<file path="config.mk">
export PLATFORM = sky130hd
export DESIGN_NAME = ode_step_euler_rk2_rk4
export DESIGN_NICKNAME = d
export VERILOG_FILES = /design/src/rtl/odestep_pkg.sv /design/src/rtl/odestep_mul.sv /design/src/rtl/odestep_div6.sv /design/src/rtl/odestep_dp.sv /design/src/rtl/odestep_ctrl.sv /design/src/rtl/ode_step_euler_rk2_rk4.sv
export SDC_FILE = /design/constraint.sdc
export NUM_CORES = 2
export LEC_CHECK = 0
export ABC_AREA = 0
export ABC_CLOCK_PERIOD_IN_PS = 19350
export CORE_UTILIZATION = 41
export DETAILED_ROUTE_END_ITERATION = 12
export DONT_BUFFER_PORTS = 1
export PLACE_DENSITY = 0.61
export SYNTH_ARGS = -nofsm -noshare
export SYNTH_HDL_FRONTEND = slang
export SYNTH_SLANG_ARGS = --single-unit
</file>
<file path="constraint.sdc">
create_clock -name clk -period 19.35 [get_ports clk]
set_input_delay 1.935 -clock clk [delete_from_list [all_inputs] [get_ports clk]]
set_output_delay 1.935 -clock clk [all_outputs]
set_load 0.02 [all_outputs]
</file>
<file path="src/rtl/odestep_pkg.sv">
`timescale 1ns / 1ps
package odestep_pkg;

    localparam int VALUE_WIDTH   = 32;
    localparam int FRACTION_BITS = 16;
    localparam int STEP_W        = 16;
    localparam int CFG_IDX_W     = 3;
    localparam int PC_W          = 5;

    // configuration register indexes
    localparam logic [CFG_IDX_W-1:0] REG_START_X    = 3'd0;
    localparam logic [CFG_IDX_W-1:0] REG_START_Y    = 3'd1;
    localparam logic [CFG_IDX_W-1:0] REG_STEP_SIZE  = 3'd2;
    localparam logic [CFG_IDX_W-1:0] REG_STEP_COUNT = 3'd3;
    localparam logic [CFG_IDX_W-1:0] REG_METHOD     = 3'd4;

    localparam logic [STEP_W-1:0] STEP_COUNT_RESET = 16'd1;

    // integration methods
    localparam logic [1:0] METH_EULER = 2'd0;
    localparam logic [1:0] METH_RK2   = 2'd1;
    localparam logic [1:0] METH_RK4   = 2'd2;

    // datapath operations
    localparam logic [1:0] OP_ADD   = 2'd0;
    localparam logic [1:0] OP_HALF  = 2'd1;
    localparam logic [1:0] OP_MUL   = 2'd2;
    localparam logic [1:0] OP_SIXTH = 2'd3;

    // datapath register codes (operand sources and destinations)
    localparam logic [3:0] SRC_X  = 4'd0;
    localparam logic [3:0] SRC_Y  = 4'd1;
    localparam logic [3:0] SRC_H  = 4'd2;
    localparam logic [3:0] SRC_K1 = 4'd3;
    localparam logic [3:0] SRC_K2 = 4'd4;
    localparam logic [3:0] SRC_K3 = 4'd5;
    localparam logic [3:0] SRC_T  = 4'd6;
    localparam logic [3:0] SRC_XM = 4'd7;
    localparam logic [3:0] SRC_U  = 4'd8;
    localparam logic [3:0] SRC_S  = 4'd9;

    typedef struct packed {
        logic [1:0] op;
        logic [3:0] src_a;
        logic [3:0] src_b;
        logic [3:0] dst;
        logic       fin;
    } uop_t;

    typedef struct packed {
        logic restart;
        logic clear_sat;
        logic issue;
        uop_t uop;
        logic load_out;
    } dp_cmd_t;

    typedef struct packed {
        logic busy;
    } dp_stat_t;

    function automatic uop_t mk(input logic [1:0] op, input logic [3:0] a,
                                input logic [3:0] b, input logic [3:0] d,
                                input logic fin);
        uop_t u;
        u.op    = op;
        u.src_a = a;
        u.src_b = b;
        u.dst   = d;
        u.fin   = fin;
        return u;
    endfunction

    function automatic uop_t prog_euler(input logic [PC_W-1:0] pc);
        uop_t u;
        case (pc)
            5'd0:    u = mk(OP_MUL, SRC_X, SRC_X,  SRC_T,  1'b0);
            5'd1:    u = mk(OP_ADD, SRC_T, SRC_Y,  SRC_K1, 1'b0);
            5'd2:    u = mk(OP_MUL, SRC_H, SRC_K1, SRC_T,  1'b0);
            5'd3:    u = mk(OP_ADD, SRC_Y, SRC_T,  SRC_Y,  1'b0);
            default: u = mk(OP_ADD, SRC_X, SRC_H,  SRC_X,  1'b1);
        endcase
        return u;
    endfunction

    function automatic uop_t prog_rk2(input logic [PC_W-1:0] pc);
        uop_t u;
        case (pc)
            5'd0:    u = mk(OP_MUL,  SRC_X,  SRC_X,  SRC_T,  1'b0);
            5'd1:    u = mk(OP_ADD,  SRC_T,  SRC_Y,  SRC_K1, 1'b0);
            5'd2:    u = mk(OP_ADD,  SRC_X,  SRC_H,  SRC_XM, 1'b0);
            5'd3:    u = mk(OP_MUL,  SRC_H,  SRC_K1, SRC_T,  1'b0);
            5'd4:    u = mk(OP_ADD,  SRC_Y,  SRC_T,  SRC_T,  1'b0);
            5'd5:    u = mk(OP_MUL,  SRC_XM, SRC_XM, SRC_K2, 1'b0);
            5'd6:    u = mk(OP_ADD,  SRC_K2, SRC_T,  SRC_K2, 1'b0);
            5'd7:    u = mk(OP_ADD,  SRC_K1, SRC_K2, SRC_S,  1'b0);
            5'd8:    u = mk(OP_HALF, SRC_S,  SRC_S,  SRC_S,  1'b0);
            5'd9:    u = mk(OP_MUL,  SRC_H,  SRC_S,  SRC_T,  1'b0);
            5'd10:   u = mk(OP_ADD,  SRC_Y,  SRC_T,  SRC_Y,  1'b0);
            default: u = mk(OP_ADD,  SRC_X,  SRC_H,  SRC_X,  1'b1);
        endcase
        return u;
    endfunction

    // xm*xm is kept in U and reused for k2 and k3; U later holds x+h and k4
    function automatic uop_t prog_rk4(input logic [PC_W-1:0] pc);
        uop_t u;
        case (pc)
            5'd0:    u = mk(OP_MUL,   SRC_X,  SRC_X,  SRC_T,  1'b0);
            5'd1:    u = mk(OP_ADD,   SRC_T,  SRC_Y,  SRC_K1, 1'b0);
            5'd2:    u = mk(OP_HALF,  SRC_H,  SRC_H,  SRC_XM, 1'b0);
            5'd3:    u = mk(OP_ADD,   SRC_X,  SRC_XM, SRC_XM, 1'b0);
            5'd4:    u = mk(OP_MUL,   SRC_H,  SRC_K1, SRC_T,  1'b0);
            5'd5:    u = mk(OP_HALF,  SRC_T,  SRC_T,  SRC_T,  1'b0);
            5'd6:    u = mk(OP_ADD,   SRC_Y,  SRC_T,  SRC_T,  1'b0);
            5'd7:    u = mk(OP_MUL,   SRC_XM, SRC_XM, SRC_U,  1'b0);
            5'd8:    u = mk(OP_ADD,   SRC_U,  SRC_T,  SRC_K2, 1'b0);
            5'd9:    u = mk(OP_MUL,   SRC_H,  SRC_K2, SRC_T,  1'b0);
            5'd10:   u = mk(OP_HALF,  SRC_T,  SRC_T,  SRC_T,  1'b0);
            5'd11:   u = mk(OP_ADD,   SRC_Y,  SRC_T,  SRC_T,  1'b0);
            5'd12:   u = mk(OP_ADD,   SRC_U,  SRC_T,  SRC_K3, 1'b0);
            5'd13:   u = mk(OP_MUL,   SRC_H,  SRC_K3, SRC_T,  1'b0);
            5'd14:   u = mk(OP_ADD,   SRC_Y,  SRC_T,  SRC_T,  1'b0);
            5'd15:   u = mk(OP_ADD,   SRC_X,  SRC_H,  SRC_U,  1'b0);
            5'd16:   u = mk(OP_MUL,   SRC_U,  SRC_U,  SRC_U,  1'b0);
            5'd17:   u = mk(OP_ADD,   SRC_U,  SRC_T,  SRC_U,  1'b0);
            5'd18:   u = mk(OP_ADD,   SRC_K2, SRC_K2, SRC_S,  1'b0);
            5'd19:   u = mk(OP_ADD,   SRC_K1, SRC_S,  SRC_S,  1'b0);
            5'd20:   u = mk(OP_ADD,   SRC_K3, SRC_K3, SRC_T,  1'b0);
            5'd21:   u = mk(OP_ADD,   SRC_S,  SRC_T,  SRC_S,  1'b0);
            5'd22:   u = mk(OP_ADD,   SRC_S,  SRC_U,  SRC_S,  1'b0);
            5'd23:   u = mk(OP_SIXTH, SRC_S,  SRC_S,  SRC_S,  1'b0);
            5'd24:   u = mk(OP_MUL,   SRC_H,  SRC_S,  SRC_T,  1'b0);
            5'd25:   u = mk(OP_ADD,   SRC_Y,  SRC_T,  SRC_Y,  1'b0);
            default: u = mk(OP_ADD,   SRC_X,  SRC_H,  SRC_X,  1'b1);
        endcase
        return u;
    endfunction

    // method code 3 runs the fourth-order program
    function automatic uop_t prog(input logic [1:0] method, input logic [PC_W-1:0] pc);
        uop_t u;
        case (method)
            METH_EULER: u = prog_euler(pc);
            METH_RK2:   u = prog_rk2(pc);
            default:    u = prog_rk4(pc);
        endcase
        return u;
    endfunction

endpackage

</file>
<file path="src/rtl/odestep_mul.sv">
`timescale 1ns / 1ps
module odestep_mul #(
    parameter int VALUE_WIDTH   = odestep_pkg::VALUE_WIDTH,
    parameter int FRACTION_BITS = odestep_pkg::FRACTION_BITS
) (
    input  logic                   clk,
    input  logic                   rst_n,
    input  logic                   start,
    input  logic [VALUE_WIDTH-1:0] a,
    input  logic [VALUE_WIDTH-1:0] b,
    output logic                   busy,
    output logic                   done,
    output logic [VALUE_WIDTH-1:0] result,
    output logic                   sat
);

    localparam int W   = VALUE_WIDTH;
    localparam int DIG = 16;
    localparam int ND  = (W + DIG - 1) / DIG;
    localparam int BW  = ND * DIG;
    localparam int PW  = W + BW;
    localparam int CW  = $clog2(ND + 2);
    localparam logic [PW:0]  RND    = {{PW{1'b0}}, 1'b1} << (FRACTION_BITS - 1);
    localparam logic [W-1:0] VMAX   = {1'b0, {(W-1){1'b1}}};
    localparam logic [W-1:0] VMIN   = {1'b1, {(W-1){1'b0}}};
    localparam logic [CW-1:0] CNT_RND = CW'(ND);
    localparam logic [CW-1:0] CNT_FIN = CW'(ND + 1);

    logic            busy_reg, busy_next;
    logic [CW-1:0]   cnt_reg, cnt_next;
    logic [W-1:0]    ma_reg, ma_next;
    logic [BW-1:0]   mb_reg, mb_next;
    logic            neg_reg, neg_next;
    logic [PW-1:0]   acc_reg, acc_next;
    logic [PW:0]     q_reg, q_next;

    logic [W-1:0]     mag_a, mag_b;
    logic [W+DIG-1:0] pp;
    logic [PW:0]      lim;
    logic [W-1:0]     qv;

    assign mag_a = a[W-1] ? (~a + 1'b1) : a;
    assign mag_b = b[W-1] ? (~b + 1'b1) : b;
    assign pp    = ma_reg * mb_reg[BW-1 -: DIG];

    always_comb
    begin
        busy_next = busy_reg;
        cnt_next  = cnt_reg;
        ma_next   = ma_reg;
        mb_next   = mb_reg;
        neg_next  = neg_reg;
        acc_next  = acc_reg;
        q_next    = q_reg;
        if (start)
        begin
            busy_next = 1'b1;
            cnt_next  = '0;
            ma_next   = mag_a;
            mb_next   = BW'(mag_b);
            neg_next  = a[W-1] ^ b[W-1];
            acc_next  = '0;
        end
        else if (busy_reg)
        begin
            cnt_next = cnt_reg + 1'b1;
            if (cnt_reg < CNT_RND)
            begin
                // most significant digit of b first
                acc_next = {acc_reg[PW-DIG-1:0], {DIG{1'b0}}} + PW'(pp);
                mb_next  = {mb_reg[BW-DIG-1:0], {DIG{1'b0}}};
            end
            else if (cnt_reg == CNT_RND)
            begin
                q_next = ({1'b0, acc_reg} + RND) >> FRACTION_BITS;
            end
            else
            begin
                busy_next = 1'b0;
            end
        end
    end

    always_ff @(posedge clk or negedge rst_n)
    begin
        if (!rst_n)
        begin
            busy_reg <= 1'b0;
            cnt_reg  <= '0;
        end
        else
        begin
            busy_reg <= busy_next;
            cnt_reg  <= cnt_next;
        end
    end

    always_ff @(posedge clk)
    begin
        ma_reg  <= ma_next;
        mb_reg  <= mb_next;
        neg_reg <= neg_next;
        acc_reg <= acc_next;
        q_reg   <= q_next;
    end

    // magnitude limit is one larger on the negative side
    assign lim    = neg_reg ? (PW+1)'(VMIN) : (PW+1)'(VMAX);
    assign qv     = q_reg[W-1:0];
    assign busy   = busy_reg;
    assign done   = busy_reg && (cnt_reg == CNT_FIN);
    assign sat    = q_reg > lim;
    assign result = sat ? (neg_reg ? VMIN : VMAX) : (neg_reg ? (~qv + 1'b1) : qv);

endmodule

</file>
<file path="src/rtl/odestep_div6.sv">
`timescale 1ns / 1ps
module odestep_div6 #(
    parameter int VALUE_WIDTH = odestep_pkg::VALUE_WIDTH
) (
    input  logic                   clk,
    input  logic                   rst_n,
    input  logic                   start,
    input  logic [VALUE_WIDTH-1:0] a,
    output logic                   busy,
    output logic                   done,
    output logic [VALUE_WIDTH-1:0] result
);

    localparam int W   = VALUE_WIDTH;
    localparam int NG  = (W + 7) / 8;
    localparam int PWD = NG * 8;
    localparam int CW  = $clog2(NG + 1);
    localparam logic [CW-1:0] CNT_FIN = CW'(NG);
    // 683 / 4096 slightly above 1/6, exact floor for partial values below 1536
    localparam logic [9:0]  RECIP = 10'd683;
    localparam logic [10:0] SIX   = 11'd6;

    logic           busy_reg, busy_next;
    logic [CW-1:0]  cnt_reg, cnt_next;
    logic [PWD-1:0] num_reg, num_next;
    logic [PWD-1:0] quo_reg, quo_next;
    logic [2:0]     rem_reg, rem_next;
    logic           neg_reg, neg_next;

    logic [W-1:0]  mag;
    logic [W-1:0]  biased;
    logic [10:0]   v;
    logic [20:0]   prod;
    logic [7:0]    qd;
    logic [10:0]   rv;
    logic [W-1:0]  qv;

    assign mag    = a[W-1] ? (~a + 1'b1) : a;
    assign biased = mag + W'(3);        // round half away from zero
    assign v      = {rem_reg, num_reg[PWD-1 -: 8]};
    assign prod   = v * RECIP;
    assign qd     = prod[19:12];
    assign rv     = v - ({3'b000, qd} * SIX);

    always_comb
    begin
        busy_next = busy_reg;
        cnt_next  = cnt_reg;
        num_next  = num_reg;
        quo_next  = quo_reg;
        rem_next  = rem_reg;
        neg_next  = neg_reg;
        if (start)
        begin
            busy_next = 1'b1;
            cnt_next  = '0;
            num_next  = PWD'(biased);
            quo_next  = '0;
            rem_next  = '0;
            neg_next  = a[W-1];
        end
        else if (busy_reg)
        begin
            if (cnt_reg < CNT_FIN)
            begin
                cnt_next = cnt_reg + 1'b1;
                num_next = {num_reg[PWD-9:0], 8'h00};
                quo_next = {quo_reg[PWD-9:0], qd};
                rem_next = rv[2:0];
            end
            else
            begin
                busy_next = 1'b0;
            end
        end
    end

    always_ff @(posedge clk or negedge rst_n)
    begin
        if (!rst_n)
        begin
            busy_reg <= 1'b0;
            cnt_reg  <= '0;
        end
        else
        begin
            busy_reg <= busy_next;
            cnt_reg  <= cnt_next;
        end
    end

    always_ff @(posedge clk)
    begin
        num_reg <= num_next;
        quo_reg <= quo_next;
        rem_reg <= rem_next;
        neg_reg <= neg_next;
    end

    assign qv     = quo_reg[W-1:0];
    assign busy   = busy_reg;
    assign done   = busy_reg && (cnt_reg == CNT_FIN);
    assign result = neg_reg ? (~qv + 1'b1) : qv;

endmodule

</file>
<file path="src/rtl/odestep_dp.sv">
`timescale 1ns / 1ps
module odestep_dp #(
    parameter int VALUE_WIDTH   = odestep_pkg::VALUE_WIDTH,
    parameter int FRACTION_BITS = odestep_pkg::FRACTION_BITS
) (
    input  logic                   clk,
    input  logic                   rst_n,
    input  odestep_pkg::dp_cmd_t   cmd,
    output odestep_pkg::dp_stat_t  stat,
    input  logic [VALUE_WIDTH-1:0] start_x,
    input  logic [VALUE_WIDTH-1:0] start_y,
    input  logic [VALUE_WIDTH-1:0] step_h,
    output logic [VALUE_WIDTH-1:0] out_x,
    output logic [VALUE_WIDTH-1:0] out_y,
    output logic                   out_sat
);

    localparam int W = VALUE_WIDTH;
    localparam logic [W-1:0] VMAX = {1'b0, {(W-1){1'b1}}};
    localparam logic [W-1:0] VMIN = {1'b1, {(W-1){1'b0}}};

    logic [W-1:0] x_reg, y_reg;
    logic [W-1:0] k1_reg, k2_reg, k3_reg, t_reg, xm_reg, u_reg, s_reg;
    logic [W-1:0] out_x_reg, out_y_reg;
    logic         out_sat_reg;
    logic         sat_reg, sat_next;
    logic [3:0]   pend_dst_reg;

    logic [W-1:0] opa, opb;
    logic [W:0]   sum;
    logic         ovf;
    logic [W-1:0] add_res;
    logic [W-1:0] hmag, hq, half_res;
    logic [W:0]   hsum;

    logic         single_op;
    logic         mul_start, mul_busy, mul_done, mul_sat;
    logic [W-1:0] mul_res;
    logic         six_start, six_busy, six_done;
    logic [W-1:0] six_res;

    logic         wr_en;
    logic [3:0]   wr_dst;
    logic [W-1:0] wr_val;

    always_comb
    begin
        case (cmd.uop.src_a)
            odestep_pkg::SRC_X:  opa = x_reg;
            odestep_pkg::SRC_Y:  opa = y_reg;
            odestep_pkg::SRC_H:  opa = step_h;
            odestep_pkg::SRC_K1: opa = k1_reg;
            odestep_pkg::SRC_K2: opa = k2_reg;
            odestep_pkg::SRC_K3: opa = k3_reg;
            odestep_pkg::SRC_T:  opa = t_reg;
            odestep_pkg::SRC_XM: opa = xm_reg;
            odestep_pkg::SRC_U:  opa = u_reg;
            default:             opa = s_reg;
        endcase
    end

    always_comb
    begin
        case (cmd.uop.src_b)
            odestep_pkg::SRC_X:  opb = x_reg;
            odestep_pkg::SRC_Y:  opb = y_reg;
            odestep_pkg::SRC_H:  opb = step_h;
            odestep_pkg::SRC_K1: opb = k1_reg;
            odestep_pkg::SRC_K2: opb = k2_reg;
            odestep_pkg::SRC_K3: opb = k3_reg;
            odestep_pkg::SRC_T:  opb = t_reg;
            odestep_pkg::SRC_XM: opb = xm_reg;
            odestep_pkg::SRC_U:  opb = u_reg;
            default:             opb = s_reg;
        endcase
    end

    // saturating add
    assign sum     = {opa[W-1], opa} + {opb[W-1], opb};
    assign ovf     = sum[W] ^ sum[W-1];
    assign add_res = ovf ? (sum[W] ? VMIN : VMAX) : sum[W-1:0];

    // halving, ties away from zero; cannot overflow
    assign hmag     = opa[W-1] ? (~opa + 1'b1) : opa;
    assign hsum     = {1'b0, hmag} + 1'b1;
    assign hq       = hsum[W:1];
    assign half_res = opa[W-1] ? (~hq + 1'b1) : hq;

    assign single_op = (cmd.uop.op == odestep_pkg::OP_ADD) ||
                       (cmd.uop.op == odestep_pkg::OP_HALF);
    assign mul_start = cmd.issue && (cmd.uop.op == odestep_pkg::OP_MUL);
    assign six_start = cmd.issue && (cmd.uop.op == odestep_pkg::OP_SIXTH);

    odestep_mul #(
        .VALUE_WIDTH   (VALUE_WIDTH),
        .FRACTION_BITS (FRACTION_BITS)
    ) u_mul (
        .clk    (clk),
        .rst_n  (rst_n),
        .start  (mul_start),
        .a      (opa),
        .b      (opb),
        .busy   (mul_busy),
        .done   (mul_done),
        .result (mul_res),
        .sat    (mul_sat)
    );

    odestep_div6 #(
        .VALUE_WIDTH (VALUE_WIDTH)
    ) u_div6 (
        .clk    (clk),
        .rst_n  (rst_n),
        .start  (six_start),
        .a      (opa),
        .busy   (six_busy),
        .done   (six_done),
        .result (six_res)
    );

    always_comb
    begin
        wr_en  = 1'b0;
        wr_dst = cmd.uop.dst;
        wr_val = add_res;
        if (mul_done)
        begin
            wr_en  = 1'b1;
            wr_dst = pend_dst_reg;
            wr_val = mul_res;
        end
        else if (six_done)
        begin
            wr_en  = 1'b1;
            wr_dst = pend_dst_reg;
            wr_val = six_res;
        end
        else if (cmd.issue && single_op)
        begin
            wr_en  = 1'b1;
            wr_val = (cmd.uop.op == odestep_pkg::OP_HALF) ? half_res : add_res;
        end
    end

    always_comb
    begin
        sat_next = sat_reg;
        if (cmd.clear_sat)
            sat_next = 1'b0;
        else if ((mul_done && mul_sat) ||
                 (cmd.issue && (cmd.uop.op == odestep_pkg::OP_ADD) && ovf))
            sat_next = 1'b1;
    end

    always_ff @(posedge clk or negedge rst_n)
    begin
        if (!rst_n)
        begin
            x_reg   <= '0;
            y_reg   <= '0;
            sat_reg <= 1'b0;
        end
        else
        begin
            sat_reg <= sat_next;
            if (cmd.restart)
            begin
                x_reg <= start_x;
                y_reg <= start_y;
            end
            else if (wr_en && (wr_dst == odestep_pkg::SRC_X))
                x_reg <= wr_val;
            else if (wr_en && (wr_dst == odestep_pkg::SRC_Y))
                y_reg <= wr_val;
        end
    end

    always_ff @(posedge clk)
    begin
        if (cmd.issue && !single_op)
            pend_dst_reg <= cmd.uop.dst;
        if (wr_en)
        begin
            case (wr_dst)
                odestep_pkg::SRC_K1: k1_reg <= wr_val;
                odestep_pkg::SRC_K2: k2_reg <= wr_val;
                odestep_pkg::SRC_K3: k3_reg <= wr_val;
                odestep_pkg::SRC_T:  t_reg  <= wr_val;
                odestep_pkg::SRC_XM: xm_reg <= wr_val;
                odestep_pkg::SRC_U:  u_reg  <= wr_val;
                odestep_pkg::SRC_S:  s_reg  <= wr_val;
                default:             ;
            endcase
        end
        if (cmd.load_out)
        begin
            out_x_reg   <= x_reg;
            out_y_reg   <= y_reg;
            out_sat_reg <= sat_reg;
        end
    end

    assign stat.busy = mul_busy | six_busy;
    assign out_x     = out_x_reg;
    assign out_y     = out_y_reg;
    assign out_sat   = out_sat_reg;

`ifndef SYNTHESIS
    a_one_unit_busy: assert property (@(posedge clk) disable iff (!rst_n)
        !(mul_busy && six_busy))
        else $error("multiplier and divider busy together");

    a_no_write_collision: assert property (@(posedge clk) disable iff (!rst_n)
        (mul_done || six_done) |-> !cmd.issue)
        else $error("operation issued while a unit completes");
`endif

endmodule

</file>
<file path="src/rtl/odestep_ctrl.sv">
`timescale 1ns / 1ps
module odestep_ctrl (
    input  logic                                 clk,
    input  logic                                 rst_n,
    input  logic                                 s_valid,
    output logic                                 s_ready,
    input  logic                                 restart,
    input  logic [odestep_pkg::STEP_W-1:0]       step_count,
    input  logic [1:0]                           method,
    output odestep_pkg::dp_cmd_t                 cmd,
    input  odestep_pkg::dp_stat_t                stat,
    output logic                                 m_valid,
    input  logic                                 m_ready,
    output logic [odestep_pkg::STEP_W-1:0]       out_idx,
    output logic                                 out_last
);

    localparam logic [1:0] ST_IDLE = 2'd0;
    localparam logic [1:0] ST_RUN  = 2'd1;
    localparam logic [1:0] ST_DONE = 2'd2;

    logic [1:0]                       state_reg, state_next;
    logic [odestep_pkg::PC_W-1:0]     pc_reg, pc_next;
    logic [odestep_pkg::STEP_W-1:0]   steps_reg, steps_next;
    logic                             out_valid_reg, out_valid_next;
    logic [odestep_pkg::STEP_W-1:0]   out_idx_reg, out_idx_next;
    logic                             out_last_reg, out_last_next;
    logic [odestep_pkg::STEP_W-1:0]   steps_eff;
    odestep_pkg::uop_t                uop;

    assign uop       = odestep_pkg::prog(method, pc_reg);
    assign steps_eff = restart ? '0 : steps_reg;

    always_comb
    begin
        state_next     = state_reg;
        pc_next        = pc_reg;
        steps_next     = steps_reg;
        out_valid_next = out_valid_reg;
        out_idx_next   = out_idx_reg;
        out_last_next  = out_last_reg;
        s_ready        = 1'b0;
        cmd.restart    = 1'b0;
        cmd.clear_sat  = 1'b0;
        cmd.issue      = 1'b0;
        cmd.uop        = uop;
        cmd.load_out   = 1'b0;

        if (m_ready)
            out_valid_next = 1'b0;

        case (state_reg)
            ST_IDLE:
            begin
                s_ready = 1'b1;
                if (s_valid)
                begin
                    cmd.restart   = restart;
                    cmd.clear_sat = 1'b1;
                    steps_next    = steps_eff;
                    pc_next       = '0;
                    // exhausted: no step, the word repeats the current point
                    state_next    = (steps_eff < step_count) ? ST_RUN : ST_DONE;
                end
            end
            ST_RUN:
            begin
                if (!stat.busy)
                begin
                    cmd.issue = 1'b1;
                    if (uop.fin)
                    begin
                        steps_next = steps_reg + 1'b1;
                        state_next = ST_DONE;
                    end
                    else
                        pc_next = pc_reg + 1'b1;
                end
            end
            ST_DONE:
            begin
                if (!out_valid_reg || m_ready)
                begin
                    cmd.load_out   = 1'b1;
                    out_valid_next = 1'b1;
                    out_idx_next   = steps_reg;
                    out_last_next  = steps_reg >= step_count;
                    state_next     = ST_IDLE;
                end
            end
            default:
            begin
                state_next = ST_IDLE;
            end
        endcase
    end

    always_ff @(posedge clk or negedge rst_n)
    begin
        if (!rst_n)
        begin
            state_reg     <= ST_IDLE;
            pc_reg        <= '0;
            steps_reg     <= '0;
            out_valid_reg <= 1'b0;
        end
        else
        begin
            state_reg     <= state_next;
            pc_reg        <= pc_next;
            steps_reg     <= steps_next;
            out_valid_reg <= out_valid_next;
        end
    end

    always_ff @(posedge clk)
    begin
        out_idx_reg  <= out_idx_next;
        out_last_reg <= out_last_next;
    end

    assign m_valid  = out_valid_reg;
    assign out_idx  = out_idx_reg;
    assign out_last = out_last_reg;

`ifndef SYNTHESIS
    a_issue_when_free: assert property (@(posedge clk) disable iff (!rst_n)
        cmd.issue |-> !stat.busy)
        else $error("operation issued to a busy datapath");

    a_no_overwrite: assert property (@(posedge clk) disable iff (!rst_n)
        cmd.load_out |-> (!out_valid_reg || m_ready))
        else $error("pending output word overwritten");

    a_step_counted: assert property (@(posedge clk) disable iff (!rst_n)
        (cmd.issue && uop.fin) |=> (steps_reg == $past(steps_reg) + 1'b1))
        else $error("finished step not counted");

    a_step_bounded: assert property (@(posedge clk) disable iff (!rst_n)
        (state_reg == ST_RUN) |-> (steps_reg < step_count))
        else $error("step taken past the step count");
`endif

endmodule

</file>
<file path="src/rtl/ode_step_euler_rk2_rk4.sv">
`timescale 1ns / 1ps
// Fixed-point integrator for y' = x*x + y, one step per input word.
// Config channel (cfg_valid/cfg_ready, cfg_index, cfg_data): 0 start_x,
// 1 start_y, 2 step_size, 3 step_count, 4 method (0 Euler, 1 RK2, 2 RK4).
// Write only while the block is idle; cfg_ready is always high.
// Input word: s_axis_tdata[0] = restart, which reloads the start point and
// clears the step counter before the step. Output word: x, y and step index
// in tdata, tlast when the step count is reached, tuser = saturation flag.
// Once the step count is reached further words repeat the final point.
// One step is a microcode sequence over one shared multiplier and a
// radix-256 divide-by-six unit; no new word is taken while a step runs.
// The next word is accepted as soon as the result sits in the output
// register, even while m_axis_tready is low; a stalled output holds the
// sequencer in its final state until that register frees up.
// Reset clears x, y and the step count to zero and the registers to their
// defaults; start point is taken only on a restart word.
module ode_step_euler_rk2_rk4 #(
    parameter int VALUE_WIDTH   = odestep_pkg::VALUE_WIDTH,
    parameter int FRACTION_BITS = odestep_pkg::FRACTION_BITS
) (
    input  logic                                   clk,
    input  logic                                   rst_n,
    input  logic                                   s_axis_tvalid,
    output logic                                   s_axis_tready,
    input  logic [7:0]                             s_axis_tdata,  // [0] restart
    output logic                                   m_axis_tvalid,
    input  logic                                   m_axis_tready,
    // x_out, y_out, step_index, zero fill
    output logic [((2*VALUE_WIDTH+odestep_pkg::STEP_W+7)/8)*8-1:0] m_axis_tdata,
    output logic                                   m_axis_tlast,
    output logic [0:0]                             m_axis_tuser,  // [0] saturated
    input  logic                                   cfg_valid,
    output logic                                   cfg_ready,
    input  logic [odestep_pkg::CFG_IDX_W-1:0]      cfg_index,
    input  logic [VALUE_WIDTH-1:0]                 cfg_data
);

    localparam int W   = VALUE_WIDTH;
    localparam int TDW = ((2*VALUE_WIDTH + odestep_pkg::STEP_W + 7) / 8) * 8;

    logic [W-1:0]                   start_x_reg, start_y_reg, step_h_reg;
    logic [odestep_pkg::STEP_W-1:0] step_count_reg;
    logic [1:0]                     method_reg;

    odestep_pkg::dp_cmd_t           cmd;
    odestep_pkg::dp_stat_t          stat;
    logic [W-1:0]                   out_x, out_y;
    logic                           out_sat;
    logic [odestep_pkg::STEP_W-1:0] out_idx;
    logic                           out_last;

    assign cfg_ready = 1'b1;

    always_ff @(posedge clk or negedge rst_n)
    begin
        if (!rst_n)
        begin
            start_x_reg    <= '0;
            start_y_reg    <= '0;
            step_h_reg     <= '0;
            step_count_reg <= odestep_pkg::STEP_COUNT_RESET;
            method_reg     <= odestep_pkg::METH_RK4;
        end
        else if (cfg_valid)
        begin
            case (cfg_index)
                odestep_pkg::REG_START_X:    start_x_reg    <= cfg_data;
                odestep_pkg::REG_START_Y:    start_y_reg    <= cfg_data;
                odestep_pkg::REG_STEP_SIZE:  step_h_reg     <= cfg_data;
                odestep_pkg::REG_STEP_COUNT: step_count_reg <= cfg_data[odestep_pkg::STEP_W-1:0];
                odestep_pkg::REG_METHOD:     method_reg     <= cfg_data[1:0];
                default:                     ;
            endcase
        end
    end

    odestep_ctrl u_ctrl (
        .clk        (clk),
        .rst_n      (rst_n),
        .s_valid    (s_axis_tvalid),
        .s_ready    (s_axis_tready),
        .restart    (s_axis_tdata[0]),
        .step_count (step_count_reg),
        .method     (method_reg),
        .cmd        (cmd),
        .stat       (stat),
        .m_valid    (m_axis_tvalid),
        .m_ready    (m_axis_tready),
        .out_idx    (out_idx),
        .out_last   (out_last)
    );

    odestep_dp #(
        .VALUE_WIDTH   (VALUE_WIDTH),
        .FRACTION_BITS (FRACTION_BITS)
    ) u_dp (
        .clk     (clk),
        .rst_n   (rst_n),
        .cmd     (cmd),
        .stat    (stat),
        .start_x (start_x_reg),
        .start_y (start_y_reg),
        .step_h  (step_h_reg),
        .out_x   (out_x),
        .out_y   (out_y),
        .out_sat (out_sat)
    );

    assign m_axis_tdata    = TDW'({out_idx, out_y, out_x});
    assign m_axis_tlast    = out_last;
    assign m_axis_tuser[0] = out_sat;

endmodule
</file>
# Word-level counts from Yosys, hierarchy flattened

Memory sizes are Yosys's and may differ from the RTL's.
Cells that the tools add are included.

Input port bits: 48
Memories: 2
Register bits after elaboration: 766
Bits in read-only memories: 720

Memory list:

| name             | words | bits a word | rd ports | clocked after memory_dff | write ports | RTL line           | text |
|---|---|---|---|---|---|---|---|
| (name not given) | 32    | 15          | 1        | 0                        | 0           | odestep_pkg.sv:108 | `case (pc)` |
| (name not given) | 16    | 15          | 1        | 0                        | 0           | odestep_pkg.sv:88  | `case (pc)` |

Reductions and logical operators: 54
Multipliers: 3
Bitwise logic cells: 10
$lt $le $gt $ge: 5
Multiplexer cells: 74
Eq/ne operators: 46
$add $sub $neg: 15

Operator list:

| kind                                                | number |
|---|---|
| two-way mux 32 bit                                  | 25 |
| one-hot mux 32 bit (9 select lines)                 | 2 |
| adder 32 x 1 -> 32 bit, second input constant       | 5 |
| inverter 32 bit                                     | 5 |
| adder 64 x 16 -> 65 bit, second input constant      | 1 |
| adder 64 x 48 -> 64 bit                             | 1 |
| two-way mux 16 bit                                  | 4 |
| one-hot mux 15 bit (4 select lines)                 | 1 |
| > comparator 49 x 32 -> 1 bit                       | 1 |
| equality test 4 x 3 -> 1 bit, second input constant | 12 |
| multiplier 32 x 16 -> 48 bit                        | 1 |
| AND reduction 2 bit                                 | 18 |
| adder 32 x 1 -> 33 bit, second input constant       | 1 |
| adder 32 x 32 -> 33 bit                             | 1 |
| adder 32 x 2 -> 32 bit, second input constant       | 1 |
| one-hot mux 16 bit (2 select lines)                 | 1 |
| one-hot mux 15 bit (2 select lines)                 | 1 |
| equality test 4 x 2 -> 1 bit, second input constant | 5 |
| multiplier 11 x 10 -> 20 bit, second input constant | 1 |
| two-way mux 1 bit                                   | 20 |
| two-way mux 2 bit                                   | 9 |
| adder 16 x 1 -> 16 bit, second input constant       | 1 |
| equality test 4 bit, second input constant          | 4 |
| >= comparator 16 bit                                | 1 |
| other kinds (36)                                    | 85 |

# Logic depth before layout (Yosys ltp)

Depth after elaboration: 19
Mapped depth: 41
Gate-level depth less buffers: 35

# Cells and area by module

Synthesis repeated with hierarchy kept, for this count alone.

Cells, all modules: 6,911
Area, all modules: 66,531.3 um^2

By module, submodules not included:

| module                 | cells an instance | area each (um^2) | instances |
|---|---|---|---|
| odestep_mul            | 3,155             | 27,983.1         | 1 |
| odestep_dp             | 2,292             | 23,605.1         | 1 |
| odestep_div6           | 771               | 6,816.5          | 1 |
| ode_step_euler_rk2_rk4 | 247               | 4,349.2          | 1 |
| odestep_ctrl           | 446               | 3,777.4          | 1 |

# Worst setup path after synthesis

OpenSTA, ideal clock, no wires.

Kind: register to register
From: register u_ctrl.pc_reg[1] (netlist name)
To: register u_dp.x_reg[23]
Period minus slack after synthesis: 7.850 ns
Setup time: 0.082 ns
Path slack: 11.500 ns
Arrival time: 7.768 ns
Stages on the path, launching flop included: 37
Required time: 19.268 ns
Path through: dfrtp_1 buf_2 inv_1 ha_1 or2_2 or2_2 a21oi_1 a21o_1 clkbuf_1 nor2_1 and2_1 clkbuf_1 buf_1 a222oi_1 nand3_1 o22ai_1 inv_1 ha_1 a21o_1 a21oi_1 nor3b_1 o21ai_0 o21bai_1 a211oi_1 o31ai_1 a221o_1 a31o_2 a21oi_1 xnor2_1 nand2_1 nand2_1 clkbuf_1 clkbuf_1 o21ai_0 o21ai_0 nand2_1 a31oi_1

Cells in the longest elaborated chain, start to end: 18
Elaborated cells between the ends (all ways): 58
Classes of those cells: add/sub (4); eq/ne (20); mux (20); bitwise (3); reduce/logical (9); memory (2)

Ends and longest elaborated chain:

| item                                                                             | RTL line                             | text |
|---|---|---|
| start, declared                                                                  | odestep_ctrl.sv:23                   | `logic [odestep_pkg::PC_W-1:0] pc_reg, pc_next;` |
| start signal, assigned                                                           | odestep_ctrl.sv:110                  | `pc_reg <= pc_next;` |
| memory read (16 x 15 bit) (tied with other cells)                                | --                                   |  |
| two-way mux 15 bit / one-hot mux 15 bit (4 select lines) (equally long branches) | odestep_pkg.sv:88, odestep_pkg.sv:76 |  |
| one-hot mux 15 bit (2 select lines) (*)                                          | odestep_pkg.sv:143                   | `case (method)` |
| equality test 4 bit (tied with other cells)                                      | odestep_dp.sv:48                     | `case (cmd.uop.src_a)` |
| one-hot mux 32 bit (9 select lines)                                              | odestep_dp.sv:48                     |  |
| inverter 32 bit                                                                  | odestep_dp.sv:84                     | `assign hmag = opa[W-1] ? (~opa + 1'b1) : opa;` |
| adder 32 x 1 -> 32 bit                                                           | odestep_dp.sv:84                     |  |
| two-way mux 32 bit                                                               | --                                   |  |
| (+3 left out)                                                                    | --                                   |  |
| two-way mux 32 bit                                                               | odestep_dp.sv:87                     | `assign half_res = opa[W-1] ? (~hq + 1'b1) : hq;` |
| two-way mux 32 bit                                                               | odestep_dp.sv:141                    | `wr_val = (cmd.uop.op == odestep_pkg::OP_HALF) ? half_res : add_res;` |
| two-way mux 32 bit (*)                                                           | odestep_dp.sv:138                    | `else if (cmd.issue && single_op)` |
| two-way mux 32 bit (*)                                                           | odestep_dp.sv:132                    | `else if (six_done)` |
| two-way mux 32 bit (*)                                                           | odestep_dp.sv:126                    | `if (mul_done)` |
| net u_dp.wr_val[23]                                                              | odestep_dp.sv:44                     | `logic [W-1:0] wr_val;` |
| two-way mux 32 bit (*)                                                           | odestep_dp.sv:171                    | `else if (wr_en && (wr_dst == odestep_pkg::SRC_X))` |
| two-way mux 32 bit (*)                                                           | odestep_dp.sv:166                    | `if (cmd.restart)` |
| end signal, assigned                                                             | odestep_dp.sv:168                    | `x_reg <= start_x;` |
| end signal, assigned                                                             | odestep_dp.sv:172                    | `x_reg <= wr_val;` |
| end, declared                                                                    | odestep_dp.sv:22                     | `logic [W-1:0] x_reg, y_reg;` |

Mark *: on every way through the listed nets, which the timed path passes. The rest lies on a longest branch. The select of a mux whose other input is x is not followed.
A chain may end at the register's enable or synchronous reset.

# Worst setup path in the final report

From: register u_ctrl.pc_reg[1] (netlist name)
To: register u_dp.y_reg[9]

Cells in the longest elaborated chain, start to end: 19
Elaborated cells between the ends (all ways): 63
Classes of those cells: add/sub (4); eq/ne (22); mux (21); bitwise (3); reduce/logical (11); memory (2)

Ends and longest elaborated chain:

| item                                                                             | RTL line                             | text |
|---|---|---|
| memory read (16 x 15 bit) (tied with other cells)                                | --                                   |  |
| two-way mux 15 bit / one-hot mux 15 bit (4 select lines) (equally long branches) | odestep_pkg.sv:88, odestep_pkg.sv:76 |  |
| one-hot mux 15 bit (2 select lines) (*)                                          | odestep_pkg.sv:143                   |  |
| equality test 4 bit (tied with other cells)                                      | odestep_dp.sv:48                     |  |
| one-hot mux 32 bit (9 select lines)                                              | odestep_dp.sv:48                     |  |
| inverter 32 bit                                                                  | odestep_dp.sv:84                     |  |
| adder 32 x 1 -> 32 bit                                                           | odestep_dp.sv:84                     |  |
| two-way mux 32 bit                                                               | --                                   |  |
| (+4 left out)                                                                    | --                                   |  |
| two-way mux 32 bit                                                               | odestep_dp.sv:141                    |  |
| two-way mux 32 bit (*)                                                           | odestep_dp.sv:138                    |  |
| two-way mux 32 bit (*)                                                           | odestep_dp.sv:132                    |  |
| two-way mux 32 bit (*)                                                           | odestep_dp.sv:126                    |  |
| net u_dp.wr_val[9]                                                               | odestep_dp.sv:44                     |  |
| two-way mux 32 bit (*)                                                           | odestep_dp.sv:173                    | `else if (wr_en && (wr_dst == odestep_pkg::SRC_Y))` |
| two-way mux 32 bit (*)                                                           | odestep_dp.sv:171                    |  |
| two-way mux 32 bit (*)                                                           | odestep_dp.sv:166                    |  |
| end signal, assigned                                                             | odestep_dp.sv:169                    | `y_reg <= start_y;` |
| end signal, assigned                                                             | odestep_dp.sv:174                    | `y_reg <= wr_val;` |
| end, declared                                                                    | odestep_dp.sv:22                     |  |

Marks and branches as above.

==> results.toml <==
[status]
status = "finished clean"

[global_route]
grt_use_total_pct = 25.9
antenna_found_initial = 2
grt_max_degree = 211
grt_pass1_vias = 47703
grt_pass1_wl_um = 298000
overflow = 0

[clocking]
cts_sinks = 766
root_buffer = "clkbuf_16"
cts_resized = 0
hold_buffers = 0
cts_buffer_depth = 3
cts.clk_slew.worst_paths_ns = 0.07
htreeDepth = 3
cts_tree = "yes"
clock_latency_ns = 0.72
post_cts_buffers = 0
cts_made_buffers = 81

[layout]
drive_gt1_share_pct = 8.56
mostFrequentLayoutCells = "786 x nand2_1, 670 x inv_1, 476 x fa_1, 457 x edfxtp_1, 349 x o21ai_0"
largest_register_ffs = 64
post-route-util_pct = 44.7
final_common_cell = "nand2_1"
nets = 7001
nFillCells = 14063
final_area_um2 = 66000
syn_to_final_growth_pct = 8.13

[route]
wl_per_cell_um = 23.9
drtAntennaViolNets = 0
vias = 48102
drt_iter0_markers = 5108
drc_errors = 0
via_per_inst = 5.89
wirelength_um = 195000
drt_pass1_iterations = 7

[synth]
ys.flop_type = "edfxtp_1"
synth_xor_area_share_pct = 4.46
synth_area_leaders = "edfxtp_1 22%, fa_1 16%, dfrtp_1 8.5%"
yosys.area_share.adder_pct = 22.1
synth_top_family_by_area = "adder cells"
syn_nets = 7126
synthSimpleGateAreaFrac_pct = 15.4
yosys.area.top_type = "edfxtp_1"
async_reset_ff_share_pct = 27.4
ys_types = 130
syn_inst = 6286
ys_ff_latch = 766
ys_seq_area_share_pct = 34.3
synth_top_area_share_pct = 22.5
yosysWarningCount = 0
synth_edf_count = 457
syn_area_per_cell_um2 = 9.71
synthMuxAreaShare_pct = 3.09
syn_area_um2 = 61100
synth_compound_area_share_pct = 14.1

[place]
post-dp-hpwl_um = 141000
dpl_cell_area_um2 = 63200
place.gp.congestion = 1.01
dp_slack_ns = 8.48
port_buffers = 0

[sta]
drv_slew = 0
setup_viol = 0
fmax_mhz = 89.7
rsz0062_at_grt = "false"
hold_violations = 0
setup_ws_ns = 8.20
min_period_over_period_pct = 57.6
max-slew-margin-rel_pct = 8.56
finalCriticalPeriod_ns = 11.15
worst_slew_pin_slew_ns = 1.36
tns_ns = 0
skew_ns = 0.0588

[min_path]
hold_depth = 1
hold_end = "u_dp.x_reg[16]$_DFFE_PN0P_"
hp-start = "start_x_reg[16]$_DFFE_PN0P_"
hp-class = "reg2reg"

[critical_path]
end_kind = "register"
cp_slowest_cell = "a21oi_1"
max_stage_delay_ns = 0.85
required_ns = 19.97
r2r-start = "u_ctrl.pc_reg[1]$_DFFE_PN0P_"
cp-start-kind = "register"
reg2reg_to = "u_dp.y_reg[9]$_DFFE_PN0P_"
arrival_ns = 11.77
rr_worst_depth = 35
crit_type = "reg2reg"
path_max_fanout = 22
ff2ff_setup_slack_ns = 8.20

[die]
fp.dieW_um = 388
rows = 141
core_area_um2 = 148000
die_area_um2 = 150000
ios = 133
chipHeight_um = 388
start_util_pct = 41.3

[run]
cap_violations = 0
logic make-up (layout without fill, tap and decap cells):
logic type,Yosys count,in the layout
compound gates,1275,1275
xor+xnor,306,306
fa+ha+maj,793,793
buf+inv,1014,958
flops,766,766
mux,171,171
other cells,1,8
simple gates,1960,1960
synth_stat cells, types with 37 or more instances:
| master | n |
|---|---|
| ha_1 | 316 |
| a21oi_1 | 271 |
| inv_1 | 670 |
| o21ai_0 | 352 |
| a31oi_1 | 54 |
| mux2_2 | 124 |
| and3_1 | 89 |
| o22ai_1 | 40 |
| or3_1 | 37 |
| xnor2_1 | 212 |
| edfxtp_1 | 457 |
| nor2b_1 | 55 |
| nor3_1 | 62 |
| clkbuf_1 | 264 |
| xor2_1 | 90 |
| and2_1 | 159 |
| nand3_1 | 199 |
| nor2_1 | 335 |
| o31ai_1 | 43 |
| fa_1 | 476 |
| mux2i_1 | 43 |
| nand2b_1 | 47 |
| dfrtp_1 | 208 |
| dfxtp_1 | 99 |
| a21o_1 | 68 |
| nand4_1 | 55 |
| a22oi_1 | 80 |
| nand2_1 | 789 |
stage by stage:
stage          hold slack, ns  instances
6_report                0.459       8167
5_1_grt                 0.485       8164
4_1_cts                 0.460       8160
3_5_place_dp            0.465       8008
3_3_place_gp            0.455       8008
2_1_floorplan           0.426       6286
worst max-delay path by stage:
stage	startpoint	endpoint
after detailed placement	u_ctrl.pc_reg[1]$_DFFE_PN0P_	u_dp.y_reg[9]$_DFFE_PN0P_
after global routing	u_ctrl.pc_reg[1]$_DFFE_PN0P_	u_dp.y_reg[9]$_DFFE_PN0P_
after global placement	u_ctrl.pc_reg[1]$_DFFE_PN0P_	u_dp.y_reg[9]$_DFFE_PN0P_
after floorplan	u_ctrl.pc_reg[1]$_DFFE_PN0P_	u_dp.x_reg[23]$_DFFE_PN0P_
after CTS	u_ctrl.pc_reg[1]$_DFFE_PN0P_	u_dp.x_reg[9]$_DFFE_PN0P_
final	u_ctrl.pc_reg[1]$_DFFE_PN0P_	u_dp.y_reg[9]$_DFFE_PN0P_
critical path, delay by kind of cell (launching register included):
kind / cells / cell delay (ns)
AO/OA/AOI/OAI: 17 / 4.92
XOR/XNOR: 1 / 0.26
adder cells (fa/ha/maj): 2 / 0.82
buffers and inverters: 5 / 1.70
flip-flops: 1 / 0.69
multiplexers: 1 / 0.33
AND/OR/NAND/NOR: 9 / 2.29
area by class of cell:
type	count	area (um2)	area share, %
flip-flops and latches	766	21000	31.8
multi-input cells	4506	36300	55.0
clock inverters	56	629	0.953
diodes	7	17.5	0.0265
repair buffers	121	908	1.38
clock buffers	96	2180	3.31
inverters	685	2570	3.90
well taps	1930	2410	3.66
layer usage:
layer | share of wire (%) | track usage [%] | vias up
met2 | 46 | 41.5 | 2208
li1 | - | - | 21448
met1 | 41 | 34.4 | 24013
met5 | 0 | 0 | -
met3 | 8.0 | 4.24 | 433
met4 | 4.7 | 11.5 | 0
Power is not shown: default switching activity piles up to over one toggle a cycle in this logic, so the estimate is an artifact.
